`config.mk`:
```
export PLATFORM = sky130hd
export DESIGN_NAME = lip_queue
export DESIGN_NICKNAME = d
export VERILOG_FILES = /design/src/design/lossless_image_predictor_unit_assert.svh /design/src/design/lip_pkg.sv /design/src/design/lip_queue.sv
export SDC_FILE = /design/constraint.sdc
export NUM_CORES = 1
export LEC_CHECK = 0
export BUFFER_PORTS_ARGS = -buffer_cell sky130_fd_sc_hd__buf_2
export CORE_ASPECT_RATIO = 1.75
export CORE_MARGIN = 1.5
export CORE_UTILIZATION = 45
export DETAILED_ROUTE_END_ITERATION = 6
export PLACE_DENSITY = 0.71
export SETUP_SLACK_MARGIN = 0.4
export SLEW_MARGIN = 20
export SYNTH_ARGS = -nofsm -noshare
export SYNTH_HDL_FRONTEND = slang
export SYNTH_SLANG_ARGS = --single-unit
```
`constraint.sdc`:
```
create_clock -name i_clk -period 2.55 [get_ports i_clk]
set_input_delay 0.1275 -clock i_clk [delete_from_list [all_inputs] [get_ports i_clk]]
set_output_delay 0.1275 -clock i_clk [all_outputs]
set_load 0.02 [all_outputs]
```
`src/design/lossless_image_predictor_unit_assert.svh`:
```
// Assertion macros shared by the lossless image predictor.
`ifndef LOSSLESS_IMAGE_PREDICTOR_UNIT_ASSERT_SVH
`define LOSSLESS_IMAGE_PREDICTOR_UNIT_ASSERT_SVH

// The consequent must hold in the same cycle as the antecedent.
`define LIP_ASSERT_NOW(label, clk, rst_n, ante, cons, msg) \
    label: assert property (@(posedge clk) disable iff (!rst_n) (ante) |-> (cons)) \
        else $error(msg);

// The consequent must hold in the cycle after the antecedent.
`define LIP_ASSERT_NEXT(label, clk, rst_n, ante, cons, msg) \
    label: assert property (@(posedge clk) disable iff (!rst_n) (ante) |=> (cons)) \
        else $error(msg);

`endif

```
`src/design/lip_pkg.sv`:
```
// ----------------------------------------------------------------------------
// lip_pkg
// Shared constants, register codes and types of the lossless image predictor.
// ----------------------------------------------------------------------------
package lip_pkg;

    localparam int MAX_WIDTH    = 4096;
    localparam int COL_W        = $clog2(MAX_WIDTH);
    localparam int CFG_W        = 13;
    localparam int WCMP_W       = (COL_W + 1 > CFG_W) ? COL_W + 1 : CFG_W;
    localparam int HEIGHT_LIMIT = 4096;
    localparam int ROW_W        = 12;
    localparam int HCMP_W       = 13;
    localparam int SAMPLE_W     = 10;
    localparam int PIX_W        = 8;
    localparam int CALC_W       = 12;
    localparam int MODE_W       = 4;
    localparam int CFG_IDX_W    = 4;

    localparam int QUEUE_DEPTH  = 4;
    localparam int QPTR_W       = $clog2(QUEUE_DEPTH);
    localparam int QCNT_W       = QPTR_W + 1;

    localparam logic [CFG_IDX_W-1:0] CFG_MODE   = 4'd0;
    localparam logic [CFG_IDX_W-1:0] CFG_DIR    = 4'd1;
    localparam logic [CFG_IDX_W-1:0] CFG_WIDTH  = 4'd2;
    localparam logic [CFG_IDX_W-1:0] CFG_HEIGHT = 4'd3;

    localparam logic [MODE_W-1:0] PM_LEFT       = 4'd1;
    localparam logic [MODE_W-1:0] PM_ABOVE      = 4'd2;
    localparam logic [MODE_W-1:0] PM_DIAG       = 4'd3;
    localparam logic [MODE_W-1:0] PM_PLANE      = 4'd4;
    localparam logic [MODE_W-1:0] PM_LEFT_GRAD  = 4'd5;
    localparam logic [MODE_W-1:0] PM_ABOVE_GRAD = 4'd6;
    localparam logic [MODE_W-1:0] PM_AVERAGE    = 4'd7;
    localparam logic [MODE_W-1:0] PM_MED        = 4'd8;

    localparam logic DIR_ENCODE = 1'b0;
    localparam logic DIR_DECODE = 1'b1;

    localparam logic [MODE_W-1:0] MODE_RST   = PM_MED;
    localparam logic [CFG_W-1:0]  WIDTH_RST  = 13'd640;
    localparam logic [CFG_W-1:0]  HEIGHT_RST = 13'd480;

    typedef struct packed {
        logic [MODE_W-1:0] mode;
        logic              dir;
        logic [CFG_W-1:0]  width;
        logic [CFG_W-1:0]  height;
    } t_cfg;

    typedef struct packed {
        logic [SAMPLE_W-1:0] sample;
        logic [COL_W-1:0]    col;
        logic                col_zero;
        logic                row_zero;
        logic                eor;
        logic                eof;
    } t_item;

    typedef struct packed {
        logic [QCNT_W-1:0] count;
        logic              full;
        logic              empty;
    } t_q_stat;

    typedef struct packed {
        logic s1_valid;
        logic wr_en;
    } t_back_stat;

endpackage

```
`src/design/lip_queue.sv`:
```
// ----------------------------------------------------------------------------
// lip_queue
// Short FIFO of classified transactions between the front and the back.
// ----------------------------------------------------------------------------
module lip_queue (
    input  logic             i_clk,
    input  logic             i_rst_n,
    input  logic             i_push,
    input  lip_pkg::t_item   i_item,
    input  logic             i_pop,
    output lip_pkg::t_item   o_head,
    output lip_pkg::t_q_stat o_stat
);

    lip_pkg::t_item              r_mem [lip_pkg::QUEUE_DEPTH];
    logic [lip_pkg::QPTR_W-1:0]  r_wptr, r_rptr;
    logic [lip_pkg::QCNT_W-1:0]  r_count, n_count;

    always_comb begin
        n_count = r_count;
        if (i_push && !i_pop) begin
            n_count = r_count + lip_pkg::QCNT_W'(1);
        end else if (i_pop && !i_push) begin
            n_count = r_count - lip_pkg::QCNT_W'(1);
        end
    end

    always_ff @(posedge i_clk) begin
        if (!i_rst_n) begin
            r_wptr  <= '0;
            r_rptr  <= '0;
            r_count <= '0;
        end else begin
            r_count <= n_count;
            if (i_push) begin
                r_wptr <= r_wptr + lip_pkg::QPTR_W'(1);
            end
            if (i_pop) begin
                r_rptr <= r_rptr + lip_pkg::QPTR_W'(1);
            end
        end
    end

    always_ff @(posedge i_clk) begin
        if (i_push) begin
            r_mem[r_wptr] <= i_item;
        end
    end

    assign o_head       = r_mem[r_rptr];
    assign o_stat.count = r_count;
    assign o_stat.full  = (r_count == lip_pkg::QCNT_W'(lip_pkg::QUEUE_DEPTH));
    assign o_stat.empty = (r_count == '0);

endmodule

```
## Word level (Yosys, flattened, before mapping)

Memory sizes are Yosys's and may differ from the RTL's. A register that Yosys moved wholly into a read port is not among the register bits.
Cells that the tools add are included.

| operators by class | value |
|---|---|
| add/subtract/negate cells | 4 |
| equality and inequality tests | 1 |
| multiplexer cells | 6 |
| reductions and logical operators | 6 |

Operator list:

| kind | number |
|---|---|
| $mux W3 | 2 |
| $add A2 B1 Y2 const B | 2 |
| $mux W2 | 2 |
| $add A3 B1 Y3 const B | 1 |
| $eq A3 B3 Y1 const B | 1 |
| $logic_not A3 Y1 | 1 |
| $sub A3 B1 Y3 const B | 1 |
| $logic_and A1 B1 Y1 | 2 |
| $logic_not A1 Y1 | 2 |
| $mux W1 | 2 |
| $reduce_bool A2 Y1 | 1 |

| word-level totals | value |
|---|---|
| flip-flop bits (word level) | 7 |
| memory bits (writable) | 104 |
| bits of input ports | 30 |
| logic and storage cells | 21 |
| memories | 1 |

Memories:

| memory | words | width | read ports | clocked after memory_dff | write ports | RTL line | source |
|---|---|---|---|---|---|---|---|
| r_mem | 4 | 26 | 1 | 1 | 1 | lip_queue.sv:15 | `lip_pkg::t_item r_mem [lip_pkg::QUEUE_DEPTH];` |

## Depth between registers and ports, before layout

| depth | value |
|---|---|
| depth after elaboration | 4 |
| gate-level depth with buffers | 7 |

## Least setup slack after synthesis

No wires, ideal clock.

| timing path | value |
|---|---|
| path kind | register -> register |
| start | register r_wptr[0] in the netlist's numbering |
| end | memory r_mem[2][0] in the netlist's numbering (enable) |
| setup time | 0.385 ns |
| arrival | 1.196 ns |
| data required time | 2.165 ns |
| slack | 0.969 ns |
| cell stages (with the launch flop) | 4 |
| buffers on the path | 0 |
| cells stage by stage | dfxtp_1 > inv_1 > ha_1 > and2_1 |

RTL lines:

| item | RTL line | source |
|---|---|---|
| start: declaration | lip_queue.sv:16 | `logic [lip_pkg::QPTR_W-1:0] r_wptr, r_rptr;` |
| start signal: assignment | lip_queue.sv:36 | `r_wptr <= r_wptr + lip_pkg::QPTR_W'(1);` |
| end: declaration | lip_queue.sv:15 |  |

Straight into the memory's write port.

==> results_dict.tcl <==
set metrics [dict create \
    outcome "complete, no violations" \
    final_cell_mix "104 x edfxtp_1, 60 x buf_2, 26 x dlygate4sd3_1" \
    fp-row-count 46 \
    leakage_nw 2.01 \
    cts_buffer_depth 2 \
    rrSetupSlack_ns 0.96 \
    final_common_cell "edfxtp_1" \
    synth_top_family_by_area "multiplexers" \
    min_from "i_rst_n" \
    clkLatencyLatePin_ns 0.41 \
    cts_inserted_buffers 17 \
    synthSimpleGateAreaFrac 0.0215 \
    finalClockSkew_ns 0.00499 \
    cts_tree "yes" \
    nets 320 \
    dp.cells 359 \
    postLayoutCoreUtil 0.615 \
    die_h_um 131 \
    dieArea_mm2 0.0100 \
    core_area_mm2 0.00909 \
    slew_viol_final 0 \
    clk_pin_slew_ns 0.05 \
    r2r-end "r_mem[2][9]$_DFFE_PP_" \
    ys_seq_area_frac 0.779 \
    antenna_found_initial 0 \
    fin_crit_sh 0.794 \
    start_util 0.467 \
    synth_adder_area_share 0.0195 \
    power_mw 5.15 \
    vias 2105 \
    gr-total-overflow 0 \
    crit_fanout 15 \
    syn_nets 215 \
    synth-compound-area-share 0.00295 \
    dpl-instance-area_mm2 0.00471 \
    async_reset_ff_frac 0 \
    muxShareOfSynthArea 0.148 \
    place_congestion 0.667 \
    required_ns 2.42 \
    synth_cells 179 \
    drt_iter0_drc 110 \
    synth-xor-area-share 0.0103 \
    max_freq_ghz 0.494 \
    pwr_density_cell_mw_per_mm2 921 \
    crit_type "reg -> out" \
    ys_seq_elements 113 \
    yosysUniqueCellTypes 22 \
    cts.repair.resized 0 \
    grt_max_degree 22 \
    final_hold_viol_count 0 \
    port_buffers 60 \
    cts_max_level 4 \
    max_cap_viol_count 0 \
    start_kind "flop" \
    clkSinkCount 113 \
    period_needed_ns 2.02 \
    vdd_ir_drop_max_mv 0.535 \
    fin_cells 416 \
    tightest_slew_ns 0.628 \
    die_w_um 76.4 \
    area_growth_pct 31.8 \
    ios 61 \
    cp.arrival_ns 1.90 \
    finalSetupTns_ns 0 \
    n_fill_cell 667 \
    grt_pass1_wl_um 11900 \
    final_antenna_net_count 0 \
    drtPass1Iterations 4 \
    r2r_start "r_wptr[0]$_SDFFE_PN0P_" \
    routed_wl_um 7400 \
    synthFlopType "edfxtp_1" \
    ys_warn_count 0 \
    min_delay_worst_endpoint "r_rptr[0]$_SDFFE_PN0P_" \
    final_cell_area_mm2 0.00559 \
    critPathCaptureType "output port" \
    drc_errors 0 \
    synth_edf_count 104 \
    min_path_cells 2 \
    hp-class "in -> reg" \
    drive_gt1_frac 0.389 \
    cts_root_buf "clkbuf_16" \
    wl_per_cell_um 17.8 \
    max-slew-margin-rel 0.581 \
    vias_per_cell 5.06 \
    track_usage 0.165 \
    rsz0062_at_grt "false" \
    ff2ff_path_depth 4 \
    postSynthAreaPerCell_um2 23.7 \
    syn_area_mm2 0.00424 \
    first_global_vias 2259 \
    finalSetupViolCount 0 \
    hpwl_um 4500 \
    num_antenna_cells 0 \
]
flip-flops by register name, summed over array words and instances, names as in the netlist, named ones only:
signal,cells
r_mem,104
r_count,3
r_rptr,2
r_wptr,2
routing by layer:
layer  routed length, um  up-vias  GRT usage  part of all wire
met5                   0        -          0                 0
li1                    -      947          -                 -
met1                2900     1093      0.175              0.39
met3                 263        9     0.0576             0.036
met2                4140       56      0.293              0.56
met4                  91        0     0.0710             0.012
cells in the mapped netlist (2+ instances only):
| cell | instances | share of area |
|---|---|---|
| xnor2_1 | 2 | 0.0041 |
| buf_2 | 2 | 0.0024 |
| inv_1 | 4 | 0.0035 |
| ha_1 | 5 | 0.015 |
| and2_1 | 9 | 0.013 |
| mux4_1 | 6 | 0.037 |
| nor2b_1 | 2 | 0.0029 |
| mux2i_1 | 2 | 0.0047 |
| mux4_2 | 20 | 0.11 |
| xor2_1 | 3 | 0.0062 |
| buf_12 | 2 | 0.0094 |
| dfxtp_1 | 9 | 0.042 |
| edfxtp_1 | 104 | 0.74 |
power by group:
part / total [mW] / internal (mW) / leakage [nW] / switching (mW)
Sequential: 2.18 / 2.13 / 1.03 / 0.0463
Clock: 2.47 / 1.71 / 0.300 / 0.762
Combinational: 0.509 / 0.235 / 0.682 / 0.274
Total: 5.15 / 4.07 / 2.01 / 1.08
cell families (layout without fill, tap and decap cells):
group	count (synthesis)	after routing
AOI/OAI and AO/OA	2	2
xor gates and xnor gates	5	5
adders and majority gates	6	6
buffers and inverters	10	127
DFF	113	113
muxes	28	28
and+or+nand+nor	15	15
repair_timing:
action / in CTS / in global routing
setup buffers: 0 / 0
hold buffers: 26 / 0
hold endpoints to repair: 104 / 0
final cells by class:
class / count / area (um2) / area share
timing repair buffer: 92 / 643 / 0.115
clock buffer: 18 / 429 / 0.0767
clock inverter: 13 / 193 / 0.0345
multi-input combinational: 56 / 858 / 0.153
sequential: 113 / 3300 / 0.591
tap: 120 / 150 / 0.0268
inverter: 4 / 15.0 / 0.00268
per-stage QoR:
step	setup WS (ns)	hold slack, ns
after global placement	0.929	0.339
after CTS	0.477	0.00711
final	0.525	0.0190
after detailed placement	0.912	0.347
after floorplan	0.969	0.226
after global routing	0.433	0.0327
worst max path at each step:
stage / startpoint / slack, ns / depth (start not counted) / to
floorplan: r_wptr[0]$_SDFFE_PN0P_ / 0.97 / 3 / r_mem[2][0]$_DFFE_PP_
global placement: flop / 0.93 / 3 / o_head[18]
detailed placement: i_push / 0.91 / 7 / r_count[2]$_SDFFE_PN0P_
CTS: flop / 0.48 / 3 / o_head[18]
global route: flop / 0.43 / 3 / o_head[18]
finish: flop / 0.53 / 3 / o_head[18]
critical path, stage by stage, from the launching register on:
cell and delay [ns]:
dfxtp_1 0.71, buf_12 0.24, mux4_2 0.34, buf_2 0.19
Power figures use the tool's default switching activity.
