--- src/design/lossless_image_predictor_unit_assert.svh ---
// Assertion macros shared by the lossless image predictor.
`ifndef LOSSLESS_IMAGE_PREDICTOR_UNIT_ASSERT_SVH
`define LOSSLESS_IMAGE_PREDICTOR_UNIT_ASSERT_SVH

// The consequent must hold in the same cycle as the antecedent.
`define LIP_ASSERT_NOW(label, clk, rst_n, ante, cons, msg) \
    label: assert property (@(posedge clk) disable iff (!rst_n) (ante) |-> (cons)) \
        else $error(msg);

// The consequent must hold in the cycle after the antecedent.
`define LIP_ASSERT_NEXT(label, clk, rst_n, ante, cons, msg) \
    label: assert property (@(posedge clk) disable iff (!rst_n) (ante) |=> (cons)) \
        else $error(msg);

`endif

--- src/design/lip_pkg.sv ---
// ----------------------------------------------------------------------------
// lip_pkg
// Shared constants, register codes and types of the lossless image predictor.
// ----------------------------------------------------------------------------
package lip_pkg;

    localparam int MAX_WIDTH    = 4096;
    localparam int COL_W        = $clog2(MAX_WIDTH);
    localparam int CFG_W        = 13;
    localparam int WCMP_W       = (COL_W + 1 > CFG_W) ? COL_W + 1 : CFG_W;
    localparam int HEIGHT_LIMIT = 4096;
    localparam int ROW_W        = 12;
    localparam int HCMP_W       = 13;
    localparam int SAMPLE_W     = 10;
    localparam int PIX_W        = 8;
    localparam int CALC_W       = 12;
    localparam int MODE_W       = 4;
    localparam int CFG_IDX_W    = 4;

    localparam int QUEUE_DEPTH  = 4;
    localparam int QPTR_W       = $clog2(QUEUE_DEPTH);
    localparam int QCNT_W       = QPTR_W + 1;

    localparam logic [CFG_IDX_W-1:0] CFG_MODE   = 4'd0;
    localparam logic [CFG_IDX_W-1:0] CFG_DIR    = 4'd1;
    localparam logic [CFG_IDX_W-1:0] CFG_WIDTH  = 4'd2;
    localparam logic [CFG_IDX_W-1:0] CFG_HEIGHT = 4'd3;

    localparam logic [MODE_W-1:0] PM_LEFT       = 4'd1;
    localparam logic [MODE_W-1:0] PM_ABOVE      = 4'd2;
    localparam logic [MODE_W-1:0] PM_DIAG       = 4'd3;
    localparam logic [MODE_W-1:0] PM_PLANE      = 4'd4;
    localparam logic [MODE_W-1:0] PM_LEFT_GRAD  = 4'd5;
    localparam logic [MODE_W-1:0] PM_ABOVE_GRAD = 4'd6;
    localparam logic [MODE_W-1:0] PM_AVERAGE    = 4'd7;
    localparam logic [MODE_W-1:0] PM_MED        = 4'd8;

    localparam logic DIR_ENCODE = 1'b0;
    localparam logic DIR_DECODE = 1'b1;

    localparam logic [MODE_W-1:0] MODE_RST   = PM_MED;
    localparam logic [CFG_W-1:0]  WIDTH_RST  = 13'd640;
    localparam logic [CFG_W-1:0]  HEIGHT_RST = 13'd480;

    typedef struct packed {
        logic [MODE_W-1:0] mode;
        logic              dir;
        logic [CFG_W-1:0]  width;
        logic [CFG_W-1:0]  height;
    } t_cfg;

    typedef struct packed {
        logic [SAMPLE_W-1:0] sample;
        logic [COL_W-1:0]    col;
        logic                col_zero;
        logic                row_zero;
        logic                eor;
        logic                eof;
    } t_item;

    typedef struct packed {
        logic [QCNT_W-1:0] count;
        logic              full;
        logic              empty;
    } t_q_stat;

    typedef struct packed {
        logic s1_valid;
        logic wr_en;
    } t_back_stat;

endpackage

--- src/design/lip_front.sv ---
// ----------------------------------------------------------------------------
// lip_front
// Accepts samples, tracks the raster position and tags each transaction with
// its frame-edge flags before it enters the queue.
// ----------------------------------------------------------------------------
module lip_front (
    input  logic                                i_clk,
    input  logic                                i_rst_n,
    input  lip_pkg::t_cfg                       i_cfg,
    input  logic                                i_valid,
    input  logic signed [lip_pkg::SAMPLE_W-1:0] i_sample_in,
    output logic                                o_stall,
    input  logic                                i_q_full,
    output logic                                o_push,
    output lip_pkg::t_item                      o_item
);

    logic [lip_pkg::COL_W-1:0]  r_col, n_col;
    logic [lip_pkg::ROW_W-1:0]  r_row, n_row;
    logic [lip_pkg::WCMP_W-1:0] fw, width_eff;
    logic [lip_pkg::HCMP_W-1:0] fh, height_eff;
    logic                       eor, eof;

    assign o_stall = i_q_full;
    assign o_push  = i_valid && !i_q_full;

    // Out-of-range sizes are clamped to the nearest legal value.
    always_comb begin
        fw = lip_pkg::WCMP_W'(i_cfg.width);
        if (fw == '0) begin
            width_eff = lip_pkg::WCMP_W'(1);
        end else if (fw > lip_pkg::WCMP_W'(lip_pkg::MAX_WIDTH)) begin
            width_eff = lip_pkg::WCMP_W'(lip_pkg::MAX_WIDTH);
        end else begin
            width_eff = fw;
        end
        fh = lip_pkg::HCMP_W'(i_cfg.height);
        if (fh == '0) begin
            height_eff = lip_pkg::HCMP_W'(1);
        end else if (fh > lip_pkg::HCMP_W'(lip_pkg::HEIGHT_LIMIT)) begin
            height_eff = lip_pkg::HCMP_W'(lip_pkg::HEIGHT_LIMIT);
        end else begin
            height_eff = fh;
        end
    end

    assign eor = (lip_pkg::WCMP_W'(r_col) + lip_pkg::WCMP_W'(1)) >= width_eff;
    assign eof = eor && ((lip_pkg::HCMP_W'(r_row) + lip_pkg::HCMP_W'(1)) >= height_eff);

    always_comb begin
        n_col = r_col;
        n_row = r_row;
        if (o_push) begin
            if (eor) begin
                n_col = '0;
                n_row = eof ? '0 : r_row + lip_pkg::ROW_W'(1);
            end else begin
                n_col = r_col + lip_pkg::COL_W'(1);
            end
        end
    end

    always_ff @(posedge i_clk) begin
        if (!i_rst_n) begin
            r_col <= '0;
            r_row <= '0;
        end else begin
            r_col <= n_col;
            r_row <= n_row;
        end
    end

    always_comb begin
        o_item.sample   = i_sample_in;
        o_item.col      = r_col;
        o_item.col_zero = (r_col == '0);
        o_item.row_zero = (r_row == '0);
        o_item.eor      = eor;
        o_item.eof      = eof;
    end

endmodule

--- config.mk ---
export PLATFORM = sky130hd
export DESIGN_NAME = lip_front
export DESIGN_NICKNAME = d
export VERILOG_FILES = /design/src/design/lossless_image_predictor_unit_assert.svh /design/src/design/lip_pkg.sv /design/src/design/lip_front.sv
export SDC_FILE = /design/constraint.sdc
export NUM_CORES = 1
export LEC_CHECK = 0
export BUFFER_PORTS_ARGS = -buffer_cell sky130_fd_sc_hd__buf_2
export CORE_ASPECT_RATIO = 1.2
export CORE_UTILIZATION = 45
export DETAILED_ROUTE_END_ITERATION = 12
export PLACE_DENSITY = 0.86
export SLEW_MARGIN = 40
export SYNTH_ARGS = -nofsm -noshare
export SYNTH_HDL_FRONTEND = slang
export SYNTH_SLANG_ARGS = --single-unit
--- constraint.sdc ---
create_clock -name i_clk -period 2.9 [get_ports i_clk]
set_clock_uncertainty 0.15 [all_clocks]
set_input_delay 0.29 -clock i_clk [delete_from_list [all_inputs] [get_ports i_clk]]
set_output_delay 0.29 -clock i_clk [all_outputs]
set_load 0.005 [all_outputs]
Word level (Yosys, flattened, before mapping). Cells that the tools add are included.

Bits in registers: 24. Output and inout bits: 28. Logic and storage cells: 24. Input port bits: 45.

Reductions and logical operators: 8. Mux-type cells: 6. Add/subtract/negate cells: 4. $lt $le $gt $ge: 4.

Operators by type and width (count): 13-bit two-way mux (4); 12-bit by 1-bit adder with 13-bit output, second input constant (2); 13-bit greater-or-equal comparator (2); 13-bit greater-than comparator, second input constant (2); 13-bit zero test (2); 12-bit by 1-bit adder with 12-bit output, second input constant (2); 12-bit zero test (2); 12-bit two-way mux (2); 1-bit logical AND (2); 2-bit AND reduction (1); 1-bit zero test (1).

Longest topological paths before layout.
Word-level depth: 6. Depth in mapped cells: 13.

Worst setup path after synthesis. No wires, ideal clock.

Path kind: register to output. Start: register r_col[0] (netlist bit). End: output port o_item[0] (netlist bit). Data required time: 2460 ps. Stages on the path, launching flop included: 13. Data arrival time: 2751 ps. Setup slack: -291 ps. Cell sequence: dfxtp_1 -> ha_1 -> nand3_1 -> nor2_1 -> and3_1 -> xor2_1 -> ha_1 -> a21oi_1 -> o21ai_0 -> a21oi_1 -> buf_2 -> a22oi_1 -> buf_4.

Longest elaborated chain between the ends: 3.

RTL lines: start, declared (line lip_front.sv:18) `logic [lip_pkg::COL_W-1:0] r_col, n_col;`; start signal, assigned (line lip_front.sv:68) `r_col <= n_col;`; 12-bit by 1-bit adder with 13-bit output (line lip_front.sv:47) `assign eor = (lip_pkg::WCMP_W'(r_col) + lip_pkg::WCMP_W'(1)) >= width_eff;`; 13-bit greater-or-equal comparator (line lip_front.sv:47); 1-bit logical AND (line lip_front.sv:48) `assign eof = eor && ((lip_pkg::HCMP_W'(r_row) + lip_pkg::HCMP_W'(1)) >= height_eff);`; end, declared (line lip_front.sv:15) `output lip_pkg::t_item o_item`.

Every way passes these cells.

==> flow_metrics.tcl <==
set metrics [dict create \
    rsz0062_at_grt "yes" \
    async_flop_share 0 \
    synth_cell_types 42 \
    crit_path_end_kind "primary output" \
    ys_dominant_reg_cell "dfxtp_1" \
    finalMaxSlewViolations 0 \
    grt_max_degree 19 \
    gr-total-overflow 0 \
    stdcell_count 466 \
    grt_pass1_vias 2693 \
    drc 0 \
    clock_path_buffers 2 \
    outcome "complete, but fails checks" \
    antenna_found_initial 0 \
    fp.dieH_um 83.2 \
    cts_root_buf "clkbuf_8" \
    post-dp-hpwl_um 5080 \
    post_drt_wl_per_cell_um 16.1 \
    hold_class "input port to register" \
    num-nets-final 480 \
    critical_path_arrival_ns 2.51 \
    leakagePower_nw 1.46 \
    violations "setup timing" \
    dieArea_um2 5790 \
    synth_compound_area_frac 0.151 \
    synthAdderAreaFrac 0.152 \
    setup_slack_ns -0.0458 \
    numClockSinks 24 \
    min-delay-start "i_rst_n" \
    drt-total-wl_um 7500 \
    h-tree-depth 1 \
    ir_drop_v 0.000185 \
    worstMarginPinSlew_ns 0.386 \
    period_share 1.02 \
    setup_viol 1 \
    num_io_pins 73 \
    yosysWarnings 0 \
    syn_nets 414 \
    grt_pass1_wl_um 11800 \
    die_w_um 69.6 \
    crit_start "r_col[1]$_SDFFE_PN0P_" \
    syn_inst 339 \
    period_needed_ns 2.95 \
    drtAntennaViolNets 0 \
    clk_pin_slew_worst_paths_ns 0.10 \
    clock_latency_ns 0.28 \
    tritoncts "yes" \
    synth_edf_count 0 \
    initial_utilization 0.466 \
    dp.cells 447 \
    rows 29 \
    synth_top_family_by_area "simple AND/OR/NAND/NOR gates" \
    worst_ep_required_time_ns 2.46 \
    fillers 445 \
    synthXorXnorAreaFrac 0.0709 \
    layout-drive-gt1-share 0.384 \
    critPathLaunchType "register" \
    cp_max_fo 4 \
    synth-simple-area-share 0.330 \
    drt_iter0_markers 188 \
    cts_buffers 3 \
    ys_ff_latch 24 \
    synthMuxAreaShare 0.00405 \
    first_pass_iters 5 \
    syn_area_um2 2470 \
    ys_seq_area_frac 0.195 \
    io_buffers 47 \
    area_delta_synth_final_pct 34.7 \
    dp_slack_ns -0.0343 \
    place_congestion 0.867 \
    power-per-cell-area_nw_per_um2 236 \
    core_um2 5300 \
    setup-tns-final_ns -0.0458 \
    num_vias 2833 \
    crit_type "register to primary output" \
    viasPerCell 6.08 \
    antennaDiodeCount 0 \
    max_slew_margin 0.742 \
    utilization 0.628 \
    reg2reg_from "r_col[1]$_SDFFE_PN0P_" \
    syn_avg_cell_area_um2 7.29 \
    grt_usage 0.246 \
    cts_hold_buf 0 \
    drv_cap 0 \
    final_hold_viol_count 0 \
    fmax_mhz 339 \
    fin_total_pwr_uw 784 \
]
final timing paths:
path	endpoint	slack (ns)	cells after the start
worst min register to register	r_col[8]$_SDFFE_PN0P_	0.36	2
worst min-delay path	r_row[9]$_SDFFE_PN0P_	0.27	3
worst max-delay path	o_item[0]	-0.05	11
worst max register to register	r_row[4]$_SDFFE_PN0P_	0.06	12
Yosys cell counts, types with 3 or more instances:
library cell	number	area [um2]
nand4b_1	4	35.0
nor4_1	8	50.1
ha_1	30	375
o211ai_1	5	37.5
xor2_1	8	70.1
o22ai_1	3	18.8
inv_1	13	48.8
nor3_1	9	45.0
nand2b_1	3	18.8
o2111ai_1	6	52.6
a31oi_1	6	37.5
dfxtp_1	24	480
and3_1	6	37.5
buf_4	14	105
a21oi_1	18	90.1
nand3_1	19	95.1
nand4_1	27	169
clkbuf_1	8	30.0
o21ai_0	4	20.0
xnor2_1	12	105
nor4b_1	3	26.3
nand2_1	54	203
nor2_1	21	78.8
buf_2	8	40.0
sequential cells by signal (all words and copies together), names as in the netlist:
signal  flops
r_col      12
r_row      12
critical path: stages, from the launching register on:
cell     delay [ns]
dfxtp_4        0.37
ha_4           0.17
nand3_4        0.12
nor2_4         0.04
and3_4         0.19
and3_1         0.19
ha_1           0.34
nand2_1        0.11
o21ai_2        0.23
a21oi_2        0.10
a22oi_2        0.22
buf_2          0.14
kinds of logic (layout without fill, tap and decap cells):
| logic type | after synthesis | in the layout |
|---|---|---|
| mux | 1 | 1 |
| fa+ha+maj | 30 | 30 |
| xor+xnor | 20 | 20 |
| flops | 24 | 24 |
| buf+inv | 47 | 112 |
| simple gates | 162 | 162 |
| compound gates | 55 | 55 |
through the flow:
stage          hold slack (ns)  instance area [um2]
2_1_floorplan            0.342                 2480
3_3_place_gp             0.348                 2840
4_1_cts                  0.260                 3200
5_1_grt                  0.283                 3330
6_report                 0.271                 3330
3_5_place_dp             0.363                 2840
layout make-up:
| type | instances | area (um2) | area share |
|---|---|---|---|
| multi-input combinational | 268 | 2030 | 0.609 |
| timing repair buffer | 93 | 594 | 0.179 |
| sequential | 24 | 500 | 0.150 |
| tap | 62 | 77.6 | 0.0233 |
| inverter | 15 | 56.3 | 0.0169 |
| clock buffer | 3 | 41.3 | 0.0124 |
| clock inverter | 1 | 30.0 | 0.00903 |
where the power goes:
part | switching, mW | internal (mW) | total (mW) | leakage [nW]
combinational | 0.0871 | 0.0621 | 0.149 | 1.23
sequential | 0.00274 | 0.329 | 0.332 | 0.199
clock | 0.118 | 0.185 | 0.303 | 0.0357
total | 0.208 | 0.576 | 0.784 | 1.46
layout by cell type, fill, tap and decap left out, types with 4 or more instances in the layout:
cell | Yosys | layout
buf_2 | 8 | 46
a31oi_1 | 6 | 6
nand3_1 | 19 | 15
buf_4 | 14 | 44
ha_1 | 30 | 26
o211ai_1 | 5 | 5
nand4b_1 | 4 | 4
xor2_1 | 8 | 5
nor4_1 | 8 | 8
dfxtp_2 | 0 | 7
nor2_1 | 21 | 15
nand4_1 | 27 | 27
ha_4 | 0 | 4
o2111ai_1 | 6 | 6
nand2_1 | 54 | 51
nor2_4 | 0 | 4
a21oi_1 | 18 | 12
xnor2_1 | 12 | 10
dfxtp_1 | 24 | 14
o21ai_2 | 0 | 4
inv_1 | 13 | 11
a21oi_2 | 0 | 6
nor3_1 | 9 | 7
per-layer routing:
| layer | wire length [um] | share of wire | track usage | vias to the layer above |
|---|---|---|---|---|
| li1 | - | - | - | 1349 |
| met2 | 4120 | 0.55 | 0.489 | 118 |
| met5 | 0 | 0 | 0 | - |
| met4 | 153 | 0.020 | 0.0709 | 0 |
| met3 | 391 | 0.052 | 0.0303 | 21 |
| met1 | 2840 | 0.38 | 0.266 | 1345 |
timing repair:
item,in CTS,in global routing
pin swaps,18,14
gates resized for setup,51,19
endpoints found under the setup margin,8,25
setup buffers,11,4
Note: power is estimated with default switching activity, not from simulation.
